==> src/dke_pkg.sv <==
// shared types, constants and helpers for the dirichlet kernel evaluator
package dke_pkg;

  localparam int INDEX_BITS_DEF      = 16;
  localparam int VALUE_FRAC_BITS_DEF = 16;
  localparam int IN_FIELD_W          = 16;
  localparam int ORDER_W             = 16;
  localparam int SPACING_W           = 32;
  localparam int X_FRAC_BITS         = 24;
  localparam int PHASE_W             = X_FRAC_BITS + 1;
  localparam int SINE_W              = 41;
  localparam int DEN_W               = SINE_W + ORDER_W;
  localparam int REC_SHIFT           = 39;
  localparam int REC_W               = 37;
  localparam int SERIES_STEPS        = 5;
  localparam int SINE_LAT            = 3 + 2 * SERIES_STEPS;
  localparam int QUEUE_DEPTH         = 4;

  localparam logic [33:0] PI_Q32  = 34'd13493037705;
  localparam logic [30:0] Q30_ONE = 31'h4000_0000;

  typedef enum logic {
    CFG_KERNEL_ORDER = 1'b0,
    CFG_X_SPACING    = 1'b1
  } cfg_reg_t;

  typedef struct packed {
    logic [PHASE_W-1:0] phase;
    logic [PHASE_W-1:0] phase_top;
    logic               whole;
    logic               whole_neg;
  } dke_item_t;

  typedef struct packed {
    logic whole;
    logic whole_neg;
    logic sign;
  } dke_side_t;

  function automatic int series_div(input int k);
    int d;
    case (k)
      0:       d = 110;
      1:       d = 72;
      2:       d = 42;
      3:       d = 20;
      default: d = 6;
    endcase
    return d;
  endfunction

endpackage

==> src/dke_queue.sv <==
// short request queue between front and back
module dke_queue import dke_pkg::*; (
  input  logic      clk,
  input  logic      rst_n,
  input  logic      push,
  input  dke_item_t push_item,
  output logic      full,
  input  logic      pop,
  output logic      empty,
  output dke_item_t pop_item
);

  localparam int PTR_W = $clog2(QUEUE_DEPTH);

  dke_item_t        mem_r [0:QUEUE_DEPTH-1];
  logic [PTR_W-1:0] wr_ptr_r, rd_ptr_r;
  logic [PTR_W:0]   cnt_r;

  assign full     = (cnt_r == (PTR_W+1)'(QUEUE_DEPTH));
  assign empty    = (cnt_r == '0);
  assign pop_item = mem_r[rd_ptr_r];

  always_ff @(posedge clk) begin
    if (!rst_n) begin
      wr_ptr_r <= '0;
      rd_ptr_r <= '0;
      cnt_r    <= '0;
    end else begin
      if (push) wr_ptr_r <= wr_ptr_r + 1'b1;
      if (pop)  rd_ptr_r <= rd_ptr_r + 1'b1;
      if (push && !pop)      cnt_r <= cnt_r + 1'b1;
      else if (pop && !push) cnt_r <= cnt_r - 1'b1;
    end
  end

  always_ff @(posedge clk) begin
    if (push) mem_r[wr_ptr_r] <= push_item;
  end

endmodule

==> config.mk <==
export PLATFORM = sky130hd
export DESIGN_NAME = dke_queue
export DESIGN_NICKNAME = d
export VERILOG_FILES = /design/src/dke_pkg.sv /design/src/dke_queue.sv
export SDC_FILE = /design/constraint.sdc
export NUM_CORES = 1
export LEC_CHECK = 0
export ABC_CLOCK_PERIOD_IN_PS = 3200
export BUFFER_PORTS_ARGS = -buffer_cell sky130_fd_sc_hd__clkbuf_2
export CAP_MARGIN = 25
export CELL_PAD_IN_SITES_DETAIL_PLACEMENT = 0
export CELL_PAD_IN_SITES_GLOBAL_PLACEMENT = 1
export CORE_AREA = 2 2 130 132
export CTS_BUF_LIST = sky130_fd_sc_hd__clkbuf_16
export DETAILED_ROUTE_END_ITERATION = 12
export DIE_AREA = 0 0 132 134
export PLACE_DENSITY = 0.89
export SYNTH_ARGS = -nofsm -noshare
export SYNTH_HDL_FRONTEND = slang
export SYNTH_SLANG_ARGS = --single-unit
==> constraint.sdc <==
create_clock -name clk -period 3.2 [get_ports clk]
set_clock_uncertainty 0.1 [all_clocks]
set_input_delay 0.64 -clock clk [delete_from_list [all_inputs] [get_ports clk]]
set_output_delay 0.64 -clock clk [all_outputs]
set_load 0.1 [all_outputs]
==> out/metrics.yaml, run 1 <==
finish:
  drive_gt1_share_pct: 45.67
  n_antenna_cell: 0
  final_cells: 682
  finish.utilization_pct: 58.68
  syn_to_final_growth_pct: 19.32
  fin_area_mm2: 0.009558
  finalNetCount: 509
  nFillCells: 1186
clock_network:
  h-tree-depth: 1
  post-cts-setup-buffer-count: 0
  clockBufferDepth: 3
  cts_inserted_buffers: 22
  cts_hold_buf: 0
  clk_latency_ns: 0.49
  cts_resized: 0
  cts_sinks: 217
  path_clk_slew_ns: 0.06
  cts_tree: "yes"
  cts_root_buf: "clkbuf_16"
global_route:
  grtUsageTotal_pct: 15.30
  grt_pass1_vias: 3863
  antenna_found_initial: 0
  grt_max_degree: 45
  grt_pass1_wl_mm: 20.88
  gr-total-overflow: 0
critical_path:
  r2r_end: "cnt_r[2]$_SDFFE_PN0P_"
  reg2reg_from: "cnt_r[0]$_SDFFE_PN0P_"
  cp_max_fo: 20
  ff2ff_path_depth: 4
  crit_type: "reg -> out"
  required_ns: 2.46
  end_kind: "output pin"
  setup.worst_path.start_class: "flip-flop"
  r2r_slack_ns: 1.52
  cp.arrival_ns: 2.31
synthesis:
  synth_compound_area_share_pct: 0.1562
  synth_simple_gate_area_share_pct: 1.140
  yosysWarnings: 0
  synth-main-ff-cell: "edfxtp_1"
  netlist_top_cells_area: "edfxtp_1 78%, mux4_2 14%, dfxtp_1 2.2%"
  synth_xor_area_share_pct: 0.5467
  synthMostInstantiatedCell: "edfxtp_1"
  synthCells: 315
  synth.area.mux_share_pct: 14.96
  synthArstFlopShare_pct: 0
  synthAdderAreaFrac_pct: 1.031
  synth_top_area_share_pct: 77.98
  yosysSeqAreaShare_pct: 80.22
  syn-cell-area_mm2: 0.008010
  synth_edf_count: 208
  synth_top_cell_by_area: "edfxtp_1"
  yosys-top-cells-count: "208 x edfxtp_1, 50 x mux4_2, 9 x and2_1, 9 x dfxtp_1"
  synth_area_per_cell_um2: 25.43
  ys_seq_elements: 217
  synth.distinct_cells: 22
  synth_top_family_by_area: "multiplexers"
  synthesis.nets: 377
place:
  place_ws_ns: 0.6043
  portBuffers: 109
  routabilityCongestion: 0.6973
  post_dp_cell_area_mm2: 0.008826
  dp_cells: 643
  hpwl_mm: 8.131
detailed_routing:
  drc_errors: 0
  first_pass_iters: 4
  ant_nets: 0
  viasPerCell: 5.229
  avgRoutedWirePerCell_um: 19.58
  drt_iter0_drc: 212
  vias: 3566
  wl_mm: 13.35
min_path:
  whs_endpoint: "mem_r[2][24]$_DFFE_PP_"
  holdPathStages: 1
  min_from: "push_item[24]"
  hp-class: "in -> reg"
die:
  initial_utilization_pct: 49.17
  rows: 47
  coreArea_mm2: 0.01629
  dieHeight_um: 134
  io_pins: 110
  die_area_mm2: 0.01769
  fp.dieW_um: 132
timing:
  rsz0062_at_grt: "false"
  final_hold_viol_count: 0
  setup_tns_ns: 0
  drv_slew: 0
  max_freq_mhz: 327.4
  setup_ws_ns: 0.1458
  tightest_slew_ns: 0.5966
  max_slew_margin_pct: 60.40
  setup_viol: 0
  hold_ws_ns: 0.2695
  min_period_ns: 3.054
  period_share_pct: 95.44
pwr:
  power_mw: 7.159
  p_leak_nw: 3.296
  p_per_area_mw_per_mm2: 749.0
  ir_worst_vdd_uv: 403.9
status:
  status: "finished, final reports clean"
job:
  drv_cap: 0
## cells by family after synthesis
family,after synthesis
adders and majority gates,6
AOI/OAI and AO/OA,2
and+or+nand+nor,15
xor gates and xnor gates,5
buffers and inverters,16
DFF,217
muxes,54
## worst max-delay path by stage
| stage | startpoint | cells after the start | end | slack (ns) |
|---|---|---|---|---|
| finish | flip-flop | 3 | pop_item[45] | 0.15 |
| global placement | flip-flop | 3 | pop_item[9] | 0.61 |
| CTS | flip-flop | 3 | pop_item[45] | 0.07 |
| global route | flip-flop | 3 | pop_item[9] | 0.01 |
| floorplan | cnt_r[0]$_SDFFE_PN0P_ | 1 | empty | 0.03 |
| detailed placement | flip-flop | 3 | pop_item[45] | 0.60 |
## registers in the layout (all words and copies together) (netlist names), named ones only
name,count
cnt_r,3
mem_r,208
rd_ptr_r,2
wr_ptr_r,2
## worst max-delay path, cell delays in order (launching register included)
cell      delay (ns)
dfxtp_4         0.60
buf_4           0.30
mux4_2          0.53
clkbuf_2        0.39
## report_power, final
part	internal [mW]	switching [mW]	leakage [nW]	total, mW
clock	1.54	0.980	0.365	2.52
combinational	0.282	1.04	0.945	1.33
sequential	3.26	0.0518	1.99	3.31
total	5.08	2.08	3.30	7.16
## cell type report
| class | instances | area [um^2] | area share, % |
|---|---|---|---|
| flip-flops and latches | 217 | 6431 | 67.29 |
| multi-input cells | 82 | 1439 | 15.05 |
| repair buffers | 120 | 665.6 | 6.964 |
| clock buffers | 23 | 575.6 | 6.022 |
| well taps | 220 | 275.3 | 2.880 |
| clock inverters | 16 | 156.4 | 1.636 |
| inverters | 4 | 15.01 | 0.1571 |
## per-layer routing
metal | up-vias | part of all wire [%] | global-route usage [%]
li1 | 1608 | - | -
met1 | 1838 | 41 | 19.24
met2 | 97 | 51 | 26.88
met3 | 23 | 5.5 | 3.590
met4 | 0 | 1.9 | 4.348
met5 | - | 0 | 0
## layout by cell type, fill, tap and decap left out, drive strengths merged
cell type  netlist  final
nor3             1      1
a21boi           1      1
nand2            1      1
mux4            52     52
bufinv           0      3
xnor2            2      2
mux2i            2      2
ha               5      5
nor2b            2      2
or3              1      1
dfxtp            9      9
nor3b            1      1
clkbuf           1    132
clkinvlp         0      3
fa               1      1
inv              4      7
buf             11     11
xor2             3      3
edfxtp         208    208
and2             9      9
o21ai            1      1
clkinv           0      7
(Power assumes the default switching activity.)
==> run 2: changes to the inputs <==
--- a/config.mk
+++ b/config.mk
@@ -7,7 +7,7 @@
 export LEC_CHECK = 0
 export ABC_CLOCK_PERIOD_IN_PS = 3200
 export BUFFER_PORTS_ARGS = -buffer_cell sky130_fd_sc_hd__clkbuf_2
-export CAP_MARGIN = 25
+export CAP_MARGIN = 20
 export CELL_PAD_IN_SITES_DETAIL_PLACEMENT = 0
 export CELL_PAD_IN_SITES_GLOBAL_PLACEMENT = 1
 export CORE_AREA = 2 2 130 132
@@ -15,6 +15,7 @@
 export DETAILED_ROUTE_END_ITERATION = 12
 export DIE_AREA = 0 0 132 134
 export PLACE_DENSITY = 0.89
+export RECOVER_POWER = 50
 export SYNTH_ARGS = -nofsm -noshare
 export SYNTH_HDL_FRONTEND = slang
 export SYNTH_SLANG_ARGS = --single-unit
==> run 2 against run 1 <==
  * The flow now finishes with violations (capacitance limit)
  * Clock power is essentially flat
  * Design area shrank 0.76%
  * Maximum frequency is essentially flat
  * Wire length grew 0.38%
  * Power shrank 0.13%
  * Count of clock-buffer cells in the layout is the same
  * Non-clock buffer count is the same
  * Sequential power is essentially flat
  * Register-to-register slack lost 0.60 ns
  * Highest routed layer unchanged
==> out/metrics.yaml, run 2 (synthesized netlist as in run 1, its figures left out) <==
status:
  status: "finished, violations left"
  violations: "capacitance limit"
timing:
  setup_tns_ns: 0  # unchanged
  tightest_slew_ns: 1.499  # +0.9024 ns
  hold_ws_ns: 0.3061  # +0.03661 ns
  max_slew_margin_pct: 0.06578  # -60 points
  min_period_ns: 3.055  # +0.0003230 ns
  rsz0062_at_grt: "false"
  max_freq_mhz: 327.4  # about the same
  final_hold_viol_count: 0  # unchanged
  setup_viol: 0  # unchanged
  period_share_pct: 95.45  # about the same
  drv_slew: 0  # unchanged
global_route:
  gr-total-overflow: 0  # unchanged
  grt_pass1_vias: 3863  # unchanged
  grt_pass1_wl_mm: 20.88  # unchanged
  grt_max_degree: 45  # unchanged
  grtUsageTotal_pct: 15.30  # unchanged
  antenna_found_initial: 0  # unchanged
finish:
  finalNetCount: 509  # unchanged
  multiInputGateArea_mm2: 0.001436  # -0.17%
  mostFrequentLayoutCells: "208 x edfxtp_1, 56 x clkbuf_2, 54 x clkbuf_1"
  final_cells: 682  # unchanged
  layout_commonest_cell: "edfxtp_1"
  nFillCells: 1204  # +1.5%
  syn_to_final_growth_pct: 18.42
  regArea_mm2: 0.006431  # unchanged
  finish.utilization_pct: 58.23  # -0.45 points
  top_regs: "mem_r (208), cnt_r (3)"
  largest_register_ffs: 208  # unchanged
  regMostFlops: "mem_r"
  fin_area_mm2: 0.009485  # -0.76%
  n_antenna_cell: 0  # unchanged
  drive_gt1_share_pct: 33.55  # -12 points
min_path:
  min_from: "push_item[10]"
  holdPathStages: 1  # unchanged
  whs_endpoint: "mem_r[3][10]$_DFFE_PP_"
  hp-class: "in -> reg"
pwr:
  p_seq_share_pct: 46.3  # about the same
  ir_worst_vdd_uv: 404.1  # about the same
  switching_power_mw: 2.076  # about the same
  p_per_area_mw_per_mm2: 753.8  # +0.63%
  pwr-share-clk_pct: 35.3  # about the same
  internal-power_mw: 5.074  # -0.19%
  p_comb_share_pct: 18.4  # about the same
  p_sw_share_pct: 29.03  # +0.041 points
  p_leak_nw: 3.127  # -5.1%
place:
  dp_cells: 643  # unchanged
  routabilityCongestion: 0.6973  # unchanged
  portBuffers: 109  # unchanged
  hpwl_mm: 8.131  # unchanged
  post_dp_cell_area_mm2: 0.008826  # unchanged
critical_path:
  end_kind: "output pin"
  cp.arrival_ns: 2.31  # about the same
  slowest_delay_ns: 0.60  # about the same
  required_ns: 2.46  # about the same
  cp_max_fo: 20  # unchanged
  crit_type: "reg -> out"
  r2r_end: "mem_r[1][51]$_DFFE_PP_"
  ff2ff_path_depth: 4  # unchanged
  critPathBufInv: 2  # unchanged
  r2r_slack_ns: 0.92  # -0.60 ns
  setup.worst_path.start_class: "flip-flop"
  critPathSlowestCell: "dfxtp_4"
  reg2reg_from: "wr_ptr_r[1]$_SDFFE_PN0P_"
  crit_path_cell_trace: "buf_4 > mux4_2 > clkbuf_2"
  critPathTopFamily: "buffers and inverters"
detailed_routing:
  vias: 3567  # +0.028%
  drc_errors: 0  # unchanged
  drt_iter0_drc: 253  # +19%
  first_pass_iters: 4  # unchanged
  avgRoutedWirePerCell_um: 19.65  # +0.38%
  wl_mm: 13.40  # +0.38%
  viasPerCell: 5.230  # about the same
  ant_nets: 0  # unchanged
die:
  dieHeight_um: 134  # unchanged
  io_pins: 110  # unchanged
  die_area_mm2: 0.01769  # unchanged
  initial_utilization_pct: 49.17  # unchanged
  fp.dieW_um: 132  # unchanged
  coreArea_mm2: 0.01629  # unchanged
  rows: 47  # unchanged
clock_network:
  cts_resized: 0  # unchanged
  cts_sinks: 217  # unchanged
  cts_root_buf: "clkbuf_16"
  clk_latency_ns: 0.49  # about the same
  cts_hold_buf: 0  # unchanged
  cts_inserted_buffers: 22  # unchanged
  cts_tree: "yes"
  h-tree-depth: 1  # unchanged
  clockBufferDepth: 3  # unchanged
  post-cts-setup-buffer-count: 0  # unchanged
  path_clk_slew_ns: 0.06  # about the same
job:
  drv_cap: 1  # +1
run 2: cell types whose count changed in the layout (fill, tap and decap cells not counted):
cell,delta
and2_0,+6
and2_1,-4
and2_2,-2
buf_4,-1
clkbuf_1,+54
clkbuf_2,-53
run 2: worst max-delay path by stage:
| stage | depth (start not counted) | slack (ns) | to | from |
|---|---|---|---|---|
| finish | 3 | 0.15 | pop_item[45] | flip-flop |
| global route | 3 | 0.01 | pop_item[9] | flip-flop |
| CTS | 3 | 0.07 | pop_item[45] | flip-flop |
| detailed placement | 3 | 0.60 | pop_item[45] | flip-flop |
| global placement | 3 | 0.61 | pop_item[9] | flip-flop |
| floorplan | 1 | 0.03 | empty | cnt_r[0]$_SDFFE_PN0P_ |
run 2: final cells by class:
cell class / instances / area share [%]
Clock inverter: 16 / 1.649
Timing Repair Buffer: 120 / 6.279
Sequential cell: 217 / 67.80
Clock buffer: 23 / 6.068
Multi-Input combinational cell: 82 / 15.14
Tap cell: 220 / 2.902
Inverter: 4 / 0.1583
run 2: stage by stage:
stage          setup slack (ns)  total power, mW
2_1_floorplan           0.02834            4.493
3_3_place_gp             0.6112            4.686
3_5_place_dp             0.6043            4.710
4_1_cts                 0.07385            7.247
5_1_grt                 0.01214            7.378
6_report                 0.1455            7.150
run 2: layer usage:
metal,global-route usage [%],wire length [um],up-vias
met5,0,0,-
met4,4.348,257,0
met3,3.590,705,23
met2,26.88,6882,91
met1,19.24,5557,1852
li1,-,-,1601
run 2: power by group through the flow:
stage | sequential (mW) | clock [mW] | combinational (mW)
2_1_floorplan | 3.35 | 0 | 1.14
3_3_place_gp | 3.37 | 0 | 1.32
3_5_place_dp | 3.37 | 0 | 1.34
4_1_cts | 3.32 | 2.59 | 1.34
5_1_grt | 3.33 | 2.69 | 1.37
6_report | 3.31 | 2.52 | 1.31
