===== src/dke_pkg.sv =====
// shared types, constants and helpers for the dirichlet kernel evaluator
package dke_pkg;

  localparam int INDEX_BITS_DEF      = 16;
  localparam int VALUE_FRAC_BITS_DEF = 16;
  localparam int IN_FIELD_W          = 16;
  localparam int ORDER_W             = 16;
  localparam int SPACING_W           = 32;
  localparam int X_FRAC_BITS         = 24;
  localparam int PHASE_W             = X_FRAC_BITS + 1;
  localparam int SINE_W              = 41;
  localparam int DEN_W               = SINE_W + ORDER_W;
  localparam int REC_SHIFT           = 39;
  localparam int REC_W               = 37;
  localparam int SERIES_STEPS        = 5;
  localparam int SINE_LAT            = 3 + 2 * SERIES_STEPS;
  localparam int QUEUE_DEPTH         = 4;

  localparam logic [33:0] PI_Q32  = 34'd13493037705;
  localparam logic [30:0] Q30_ONE = 31'h4000_0000;

  typedef enum logic {
    CFG_KERNEL_ORDER = 1'b0,
    CFG_X_SPACING    = 1'b1
  } cfg_reg_t;

  typedef struct packed {
    logic [PHASE_W-1:0] phase;
    logic [PHASE_W-1:0] phase_top;
    logic               whole;
    logic               whole_neg;
  } dke_item_t;

  typedef struct packed {
    logic whole;
    logic whole_neg;
    logic sign;
  } dke_side_t;

  function automatic int series_div(input int k);
    int d;
    case (k)
      0:       d = 110;
      1:       d = 72;
      2:       d = 42;
      3:       d = 20;
      default: d = 6;
    endcase
    return d;
  endfunction

endpackage


===== src/dke_front.sv =====
// front end: index request intake, phase forming and whole-point classification
module dke_front import dke_pkg::*; #(
  parameter int INDEX_BITS = INDEX_BITS_DEF
) (
  input  logic                  clk,
  input  logic                  rst_n,
  input  logic                  in_tvalid,
  output logic                  in_tready,
  input  logic [IN_FIELD_W-1:0] in_tdata,
  input  logic [ORDER_W-1:0]    kernel_order,
  input  logic [SPACING_W-1:0]  x_spacing,
  input  logic                  q_full,
  output logic                  q_push,
  output dke_item_t             q_item
);

  localparam int IDX_USE = (INDEX_BITS < IN_FIELD_W) ? INDEX_BITS : IN_FIELD_W;

  logic                  s1_v_r, s2_v_r;
  logic                  s1_rdy, s2_rdy;
  logic [PHASE_W-1:0]    phase_r;
  logic [PHASE_W-1:0]    phase_nxt;
  logic [IN_FIELD_W-1:0] idx;
  logic [2*PHASE_W-1:0]  xprod;
  logic [PHASE_W+ORDER_W-1:0] tprod;
  dke_item_t             item_r, item_nxt;

  assign idx       = in_tdata & IN_FIELD_W'((1 << IDX_USE) - 1);
  assign xprod     = PHASE_W'(idx) * x_spacing[PHASE_W-1:0];
  assign phase_nxt = xprod[PHASE_W-1:0];

  assign tprod = kernel_order * phase_r;

  always_comb begin
    item_nxt.phase     = phase_r;
    item_nxt.phase_top = tprod[PHASE_W-1:0];
    item_nxt.whole     = (phase_r[X_FRAC_BITS-1:0] == '0);
    item_nxt.whole_neg = phase_r[X_FRAC_BITS] & ~kernel_order[0];
  end

  assign s2_rdy    = !s2_v_r || !q_full;
  assign s1_rdy    = !s1_v_r || s2_rdy;
  assign in_tready = s1_rdy;
  assign q_push    = s2_v_r && !q_full;
  assign q_item    = item_r;

  always_ff @(posedge clk) begin
    if (!rst_n) begin
      s1_v_r <= 1'b0;
      s2_v_r <= 1'b0;
    end else begin
      if (s1_rdy) s1_v_r <= in_tvalid;
      if (s2_rdy) s2_v_r <= s1_v_r;
    end
  end

  always_ff @(posedge clk) begin
    if (s1_rdy) phase_r <= phase_nxt;
    if (s2_rdy) item_r  <= item_nxt;
  end

endmodule


===== config.mk =====
export PLATFORM = sky130hd
export DESIGN_NAME = dke_front
export DESIGN_NICKNAME = d
export VERILOG_FILES = /design/src/dke_pkg.sv /design/src/dke_front.sv
export SDC_FILE = /design/constraint.sdc
export NUM_CORES = 1
export LEC_CHECK = 0
export BUFFER_PORTS_ARGS = -buffer_cell sky130_fd_sc_hd__buf_2
export CAP_MARGIN = 20
export CORE_ASPECT_RATIO = 0.9
export CORE_UTILIZATION = 48
export CTS_BUF_LIST = sky130_fd_sc_hd__clkbuf_4 sky130_fd_sc_hd__clkbuf_8
export DETAILED_ROUTE_END_ITERATION = 6
export PLACE_DENSITY = 0.75
export SYNTH_ARGS = -nofsm -noshare
export SYNTH_HDL_FRONTEND = slang
export SYNTH_SLANG_ARGS = --single-unit

===== constraint.sdc =====
create_clock -name clk -period 18.72 [get_ports clk]
set_input_delay 3.744 -clock clk [delete_from_list [all_inputs] [get_ports clk]]
set_output_delay 3.744 -clock clk [all_outputs]
set_load 0.02 [all_outputs]

==> results of run 1 <==
-- final cells by class --
class	instances	area, µm²	share of cell area, %
clock inverter	6	45.0	0.226
clock buffer	9	124	0.622
inverter	489	1840	9.22
timing repair buffer	122	631	3.17
multi-input combinational	1358	14300	71.7
tap	525	657	3.30
sequential	79	2350	11.8
-- cells in the mapped netlist, types with 7 or more instances --
| cell type | n | area [µm²] |
|---|---|---|
| nand2_1 | 349 | 1310 |
| nor2_1 | 26 | 97.6 |
| edfxtp_1 | 77 | 2310 |
| fa_1 | 412 | 8250 |
| a21oi_1 | 23 | 115 |
| xor2_1 | 20 | 175 |
| a21o_1 | 7 | 52.6 |
| ha_1 | 116 | 1450 |
| clkbuf_1 | 83 | 312 |
| inv_1 | 489 | 1840 |
| nor3_1 | 7 | 35.0 |
| o21ai_0 | 14 | 70.1 |
| and2_1 | 228 | 1430 |
| xnor2_1 | 76 | 666 |
| nand3_1 | 14 | 70.1 |
-- path summary, 6_finish.rpt --
| check | from | to | slack (ns) | depth (start not counted) |
|---|---|---|---|---|
| hold reg to reg | s1_v_r | s2_v_r | 0.51 | 2 |
| setup / recovery | kernel_order[2] | q_item[25] | 9.17 | 20 |
| hold / removal | s1_v_r | s2_v_r | 0.51 | 2 |
| setup reg to reg | phase_r[7] | q_item[25] | 12.14 | 20 |
-- metal layers --
layer | part of all wire, % | vias up | track usage, % | routed length, µm
met5 | 0 | - | 0 | 0
met4 | 3.3 | 0 | 8.61 | 1490
met3 | 6.4 | 119 | 2.89 | 2850
met2 | 51 | 528 | 44.0 | 22800
met1 | 39 | 6787 | 29.1 | 17400
li1 | - | 5932 | - | -
-- sequential cells by signal, summed over array words and instances, names as in the netlist --
name / count
phase_r: 25
s2_v_r: 1
s1_v_r: 1
q_item: 52
-- worst register-to-register path: stages (launching register included) --
cell      delay, ns
edfxtp_1       0.74
and2_1         0.32
fa_1           0.54
inv_1          0.05
fa_1           0.45
fa_1           0.51
fa_1           0.56
inv_1          0.05
fa_1           0.47
inv_1          0.05
fa_1           0.47
inv_1          0.04
ha_1           0.35
a21oi_1        0.24
nand3_1        0.13
o21ai_1        0.55
o211ai_1       0.27
nand2_1        0.18
o211ai_1       0.12
a21oi_1        0.19
xnor2_1        0.08
-- kinds of logic after synthesis --
logic type                 after synthesis
and+or+nand+nor                        646
buffers and inverters                  573
adders and majority gates              528
xor gates and xnor gates                96
AOI/OAI and AO/OA                       88
DFF                                     79
-- metrics by stage --
stage / hold slack [ns] / std cells / util (%)
floorplan: 0.424 / 2010 / -
finish: 0.506 / 2588 / 51.8
global placement: 0.466 / 2573 / 51.3
detailed placement: 0.493 / 2573 / 51.3
CTS: 0.515 / 2588 / 51.8
global route: 0.546 / 2588 / 51.8
==> impl_metrics.ini, run 1 <==
[outcome]
outcome = completed

[clock_tree]
cts_tree = done
clock_latency_ns = 0.39
clk_pin_slew_ns = 0.09
cts_max_level = 3
cts_buffer_depth = 2
cts_setup_buffers = 0
numCtsBuffers = 9
clock-sinks = 79
ctsHoldBuffers = 0
cts_resized = 0
root_buffer = clkbuf_8

[setup_path]
cp_top_family = adder cells
worstPathArrival_ns = 9.70
critPathLaunchType = input pin
critPathMaxStageDelay_ns = 0.58
cpMaxStageDelayCell = fa_1
crit_chain = buf_2 > nand2_1 > fa_1 > fa_1 > fa_1 > fa_1 > inv_1 > fa_1 > inv_1 > fa_1 > inv_1 > ha_1 > a21oi_1 > nand3_1 > o21ai_1 > o211ai_1 > nand2_1 > o211ai_1 > a21oi_1 > xnor2_1
endpoint_kind = register
critical_path_class = in2reg
critPathMostFrequentCell = fa_1
worst-path-buf-inv = 4
crit_path_max_fanout = 23
worstPathRequired_ns = 18.87

[placement]
pre_cts_slack_ns = 8.83
place_congestion = 0.895
port_buffers = 114
placed_area_um2 = 19700
dpl.hpwl_mm = 34.2

[synth]
avgSynthCellArea_um2 = 9.34
syn-num-nets = 2606
synth-compound-area-share_pct = 3.43
yosys.area_share.xor_xnor_pct = 4.48
ys.flop_type = edfxtp_1
ys_seq_elements = 79
netlist_instances = 2010
synth_fa_ha_area_share_pct = 51.7
synth-simple-area-share_pct = 16.4
synth_top_family_by_area = adder cells
synthMuxAreaShare_pct = 0
synth_area_um2 = 18800
ys_types = 48
synth-edff-count = 77
yosys_warnings = 0
ys_seq_area_share_pct = 12.5
async_reset_ff_share_pct = 0

[layout]
design_area_um2 = 19900
final_common_cell = inv_1
drive_above_1_share_pct = 7.32
antenna_cells = 0
layout.nets = 2655
area_growth_syn_to_layout_pct = 6.09
most-common-layout-cells = inv_1 (489), fa_1 (412), nand2_1 (348), and2_1 (228), ha_1 (116)
fill_cells = 3497

[detailed_routing]
num_vias = 13400
postRouteAntennaNets = 0
drt_iter0_drc = 812
drc = 0
wl_per_cell_um = 17.2
first_pass_iters = 6
drt_wl_total_mm = 44.5
vias_per_cell = 5.16

[floorplan]
io_pins = 122
die_w_um = 210
rows = 68
die_area_um2 = 39900
initial_utilization_pct = 48.8
die_y_um = 190
core_um2 = 38500

[timing]
tns_ns = 0
slew_headroom_pct = 38.4
worstMarginPinSlew_ns = 0.924
finalSetupViolCount = 0
post-route-min-period_ns = 9.55
hold_viol_final = 0
drv_slew = 0
fin_skew_ns = 0.0135
rsz0062_at_grt = no
period_share_pct = 51.0
final.setup.worst_slack_ns = 9.17
clock.fmax_mhz = 105

[grt]
grt_max_degree = 53
grt_pass1_vias = 15100
antenna_found_initial = 0
overflow = 0
grt_pass1_wl_mm = 74.9
grt_usage_pct = 24.0

[hold_path]
hp-class = reg2reg

[run]
max-cap-violations = 0
Power of run 1 is not shown: default switching activity piles up to over one toggle a cycle in this logic, so the estimate is an artifact.
==> inputs of run 2 (changes only) <==
--- a/config.mk
+++ b/config.mk
@@ -5,13 +5,14 @@
 export SDC_FILE = /design/constraint.sdc
 export NUM_CORES = 1
 export LEC_CHECK = 0
+export ABC_AREA = 1
 export BUFFER_PORTS_ARGS = -buffer_cell sky130_fd_sc_hd__buf_2
 export CAP_MARGIN = 20
 export CORE_ASPECT_RATIO = 0.9
 export CORE_UTILIZATION = 48
 export CTS_BUF_LIST = sky130_fd_sc_hd__clkbuf_4 sky130_fd_sc_hd__clkbuf_8
 export DETAILED_ROUTE_END_ITERATION = 6
-export PLACE_DENSITY = 0.75
+export PLACE_DENSITY = 0.74
 export SYNTH_ARGS = -nofsm -noshare
 export SYNTH_HDL_FRONTEND = slang
 export SYNTH_SLANG_ARGS = --single-unit
==> constraint.sdc (replaced) <==
create_clock -name clk -period 9.6 [get_ports clk]
set_input_delay 1.92 -clock clk [delete_from_list [all_inputs] [get_ports clk]]
set_output_delay 1.92 -clock clk [all_outputs]
set_load 0.02 [all_outputs]
==> impl_metrics.ini, run 2 <==
[timing]
drv_slew = 0
clock.fmax_mhz = 138
hold_viol_final = 0
fin_skew_ns = 0.0141
worstMarginPinSlew_ns = 1.07
finalSetupViolCount = 0
tns_ns = 0
slew_headroom_pct = 28.5
rsz0062_at_grt = no
post-route-min-period_ns = 7.25
period_share_pct = 75.6

[clock_tree]
cts_tree = done
clk_pin_slew_ns = 0.09
clock_latency_ns = 0.37
cts_max_level = 3
cts_buffer_depth = 2
clock-sinks = 79
cts_resized = 0
numCtsBuffers = 9
cts_setup_buffers = 0
root_buffer = clkbuf_8
ctsHoldBuffers = 0

[setup_path]
cpMaxStageDelayCell = fa_1
crit_path_max_fanout = 24
critPathLaunchType = input pin
endpoint_kind = register
crit_chain = buf_2 > nand2_1 > fa_1 > inv_1 > fa_1 > inv_1 > fa_1 > inv_1 > fa_1 > inv_1 > fa_1 > inv_1 > fa_1 > ha_1 > inv_1 > nor3_2 > nand4_1 > or2_1 > nand3_1 > inv_1 > nand3_1 > nand2_1
r2r_cells = 19
worstPathRequired_ns = 9.74
ff2ff_setup_slack_ns = 3.47
worst-path-buf-inv = 8
critical_path_class = in2reg
critPathMostFrequentCell = inv_1
r2r_start = phase_r[9]
rr_endpoint = q_item[26]
cp_top_family = adder cells
critPathMaxStageDelay_ns = 0.58
worstPathArrival_ns = 7.39

[grt]
grt_pass1_wl_mm = 81.9
antenna_found_initial = 1
overflow = 0
grt_max_degree = 41
grt_usage_pct = 24.4
grt_pass1_vias = 16600

[synth]
synthMostInstantiatedCell = inv_1
ys_seq_elements = 79
ys_types = 43
synth.area.top_cells = fa_1 (41%), inv_1 (15%), nand2_1 (14%)
synth-edff-count = 77
avgSynthCellArea_um2 = 7.96
synthTopCellsByCount = inv_1 (775), nand2_1 (727), fa_1 (412), ha_1 (116), clkbuf_1 (92)
yosysTopAreaCellShare_pct = 41.5
netlist_instances = 2499
syn-num-nets = 3095
async_reset_ff_share_pct = 0
yosys_warnings = 0
synth_area_um2 = 19900
ys_seq_area_share_pct = 11.8
yosys.area.top_type = fa_1
ys.flop_type = edfxtp_1

[detailed_routing]
num_vias = 15500
drc = 2
vias_per_cell = 5.06
postRouteAntennaNets = 0
wl_per_cell_um = 16.0
first_pass_iters = 7
drt_wl_total_mm = 48.9
drt_iter0_drc = 1088

[floorplan]
rows = 70
io_pins = 122
die_w_um = 217
die_area_um2 = 42300
die_y_um = 195
initial_utilization_pct = 48.9
core_um2 = 40700

[placement]
port_buffers = 114
place_congestion = 0.912
dpl.hpwl_mm = 38.2

[hold_path]
worstHoldPathCells = 2
hold_start = s1_v_r
holdPathEnd = s2_v_r
hp-class = reg2reg

[layout]
area_growth_syn_to_layout_pct = 4.87
fill_cells = 3811
most-common-layout-cells = inv_1 (775), nand2_1 (726), fa_1 (412), ha_1 (116), buf_2 (114)
antenna_cells = 0
layout.nets = 3112
largest_register_ffs = 52
drive_above_1_share_pct = 6.71
final_common_cell = inv_1

[outcome]
violations = DRC
outcome = finished, violations left

[run]
max-cap-violations = 0
==> run 2: cell type report <==
class	instances	area [µm²]	area share, %
Timing Repair Buffer	122	631	3.02
Inverter	779	2920	14.0
Tap cell	540	676	3.24
Sequential cell	79	2350	11.3
Multi-Input combinational cell	1525	14100	67.7
Clock buffer	10	131	0.630
Clock inverter	5	35.0	0.168
==> run 2: how the worst max path moves through the flow <==
stage               depth (start not counted)       startpoint    endpoint  slack [ns]
floorplan                                  23  kernel_order[5]  q_item[26]        2.51
finish                                     22  kernel_order[1]  q_item[26]        2.35
global route                               22  kernel_order[1]  q_item[26]        2.11
global placement                           22  kernel_order[1]  q_item[26]        2.07
detailed placement                         22  kernel_order[1]  q_item[26]        2.01
CTS                                        22  kernel_order[1]  q_item[26]        2.42
==> run 2: cells by family after synthesis <==
kind of cell / after synthesis / share of synthesized area [%]
buffers and inverters: 895 / 17.2
AO/OA/AOI/OAI: 97 / 2.89
AND/OR/NAND/NOR: 845 / 16.8
XOR/XNOR: 55 / 2.46
adder cells (fa/ha/maj): 528 / 48.8
flip-flops: 79 / 11.8
==> run 2: stage by stage <==
stage	hold WS, ns	cells	setup WS [ns]	instance area, µm²	utilization (%)
2_1_floorplan	0.421	2499	2.51	19900	-
3_3_place_gp	0.433	3045	2.07	20700	50.8
3_5_place_dp	0.458	3045	2.01	20700	50.8
4_1_cts	0.471	3060	2.42	20900	51.2
5_1_grt	0.487	3060	2.11	20900	51.2
6_report	0.464	3060	2.35	20900	51.2
==> run 2: worst register-to-register path: cells and delay by family (launching register included) <==
kind / cells / cell delay [ns]
DFF: 1 / 1.07
and+or+nand+nor: 8 / 1.23
buffers and inverters: 4 / 0.22
adders and majority gates: 7 / 3.41
==> run 2: per-layer routing <==
metal / vias to the layer above / share of wire, % / global-route usage [%]
met5: - / 0.027 / 0
met4: 2 / 3.2 / 7.36
met2: 665 / 48 / 42.1
met1: 7635 / 40 / 31.7
met3: 120 / 8.7 / 3.85
li1: 7047 / - / -
Power of run 2 is left out for the same reason.
==> inputs of run 3 (changes only) <==
==> constraint.sdc (replaced) <==
create_clock -name clk -period 6.8 [get_ports clk]
set_input_delay 1.36 -clock clk [delete_from_list [all_inputs] [get_ports clk]]
set_output_delay 1.36 -clock clk [all_outputs]
set_load 0.02 [all_outputs]
==> impl_metrics.ini, run 3 (synthesis gave the netlist of run 2 again) <==
[outcome]
outcome = completed

[clock_tree]
root_buffer = clkbuf_8
clock_latency_ns = 0.39
cts_buffer_depth = 2
clock-sinks = 79
cts_tree = done
cts_max_level = 3
cts_setup_buffers = 0
numCtsBuffers = 9
cts_resized = 0
ctsHoldBuffers = 0
clk_pin_slew_ns = 0.09

[timing]
worstMarginPinSlew_ns = 0.947
post-route-min-period_ns = 6.45
period_share_pct = 94.8
final.setup.worst_slack_ns = 0.351
finalSetupViolCount = 0
slew_headroom_pct = 36.9
drv_slew = 0
fin_skew_ns = 0.0172
clock.fmax_mhz = 155
rsz0062_at_grt = no
hold_viol_final = 0

[floorplan]
die_area_um2 = 42300
rows = 70
die_y_um = 195
io_pins = 122
die_w_um = 217
core_um2 = 40700
initial_utilization_pct = 48.9

[detailed_routing]
wl_per_cell_um = 15.8
postRouteAntennaNets = 0
vias_per_cell = 5.01
drc = 0
drt_iter0_drc = 1141
first_pass_iters = 6
wl_met2_mm = 23.9
top_layer = met5
m1WireLength_mm = 19.7
routed-wl-met3_mm = 4.04
num_vias = 15500
drt_wl_total_mm = 49.1

[setup_path]
critPathLaunchType = input pin
r2r_start = phase_r[6]
cpMaxStageDelayCell = fa_1
rr_endpoint = q_item[20]
critPathMostFrequentCell = inv_1
crit_path_max_fanout = 16
endpoint_kind = register
crit_path_start = kernel_order[1]
r2r_cells = 21
critPathMaxStageDelay_ns = 0.55
crit_chain = buf_2 > nand2_1 > fa_1 > inv_1 > fa_1 > inv_1 > fa_1 > inv_1 > fa_1 > inv_1 > fa_1 > inv_1 > fa_1 > ha_1 > inv_1 > nor3_2 > nand4_1 > or2_1 > nand3_1 > inv_1 > nand3_1 > nand2_1
critical_path_class = in2reg
worstPathArrival_ns = 6.61
worstPathRequired_ns = 6.96
ff2ff_setup_slack_ns = 0.79

[placement]
dpl.hpwl_mm = 39.8
place_congestion = 0.962
port_buffers = 114
pre_cts_slack_ns = -0.0234

[grt]
overflow = 0
grt_pass1_vias = 16800
grt_usage_pct = 24.5
grt_pass1_wl_mm = 82.1
grt_max_degree = 41
antenna_found_initial = 2

[hold_path]
holdPathEnd = s2_v_r
hp-class = reg2reg
worstHoldPathCells = 2
hold_start = s1_v_r

[layout]
fill_cells = 3786
multi_input_area_um2 = 14100
most-common-layout-cells = inv_1 (775), nand2_1 (726), fa_1 (412), ha_1 (116), buf_2 (114)
drive_above_1_share_pct = 8.34
seqCellArea_um2 = 2350
final_common_cell = inv_1
largest_register_ffs = 52
antenna_cells = 0
layout.nets = 3156
area_growth_syn_to_layout_pct = 6.76

[run]
max-cap-violations = 0
## run 3: worst max-delay path by stage
stage,end,slack (ns),cells after the start
after CTS,q_item[26],0.39,20
final,q_item[26],0.35,22
after global routing,phase_r[18],0.07,19
after floorplan,q_item[26],0.27,23
after detailed placement,q_item[20],-0.02,20
after global placement,q_item[26],0.04,22
## run 3: stage by stage
step	hold slack, ns	cell area, µm²	utilization [%]	std cells	setup TNS, ns
3_5_place_dp	0.453	21000	51.7	3089	-0.0622
5_1_grt	0.483	21200	52.2	3105	0
3_3_place_gp	0.433	21000	51.7	3089	0
2_1_floorplan	0.421	19900	-	2499	0
6_report	0.462	21200	52.2	3105	0
4_1_cts	0.463	21200	52.2	3105	0
## run 3: cell type report
cell class              instances  share of cell area (%)
well taps                     540                    3.18
flip-flops and latches         79                    11.1
clock buffers                  10                   0.619
inverters                     779                    13.8
clock inverters                 6                   0.324
multi-input cells            1525                    66.5
repair buffers                166                    4.58
## run 3: routing by layer
metal  vias up  track usage [%]
met1      7637             31.9
met4         2             7.56
met3       100             3.35
met2       672             42.5
met5         -                0
li1       7138                -
## run 3: critical path, delay by kind of cell
family	cells	cell delay, ns
simple gates	7	1.04
fa+ha+maj	7	3.40
buf+inv	8	0.80
Power of run 3 is left out for the same reason.
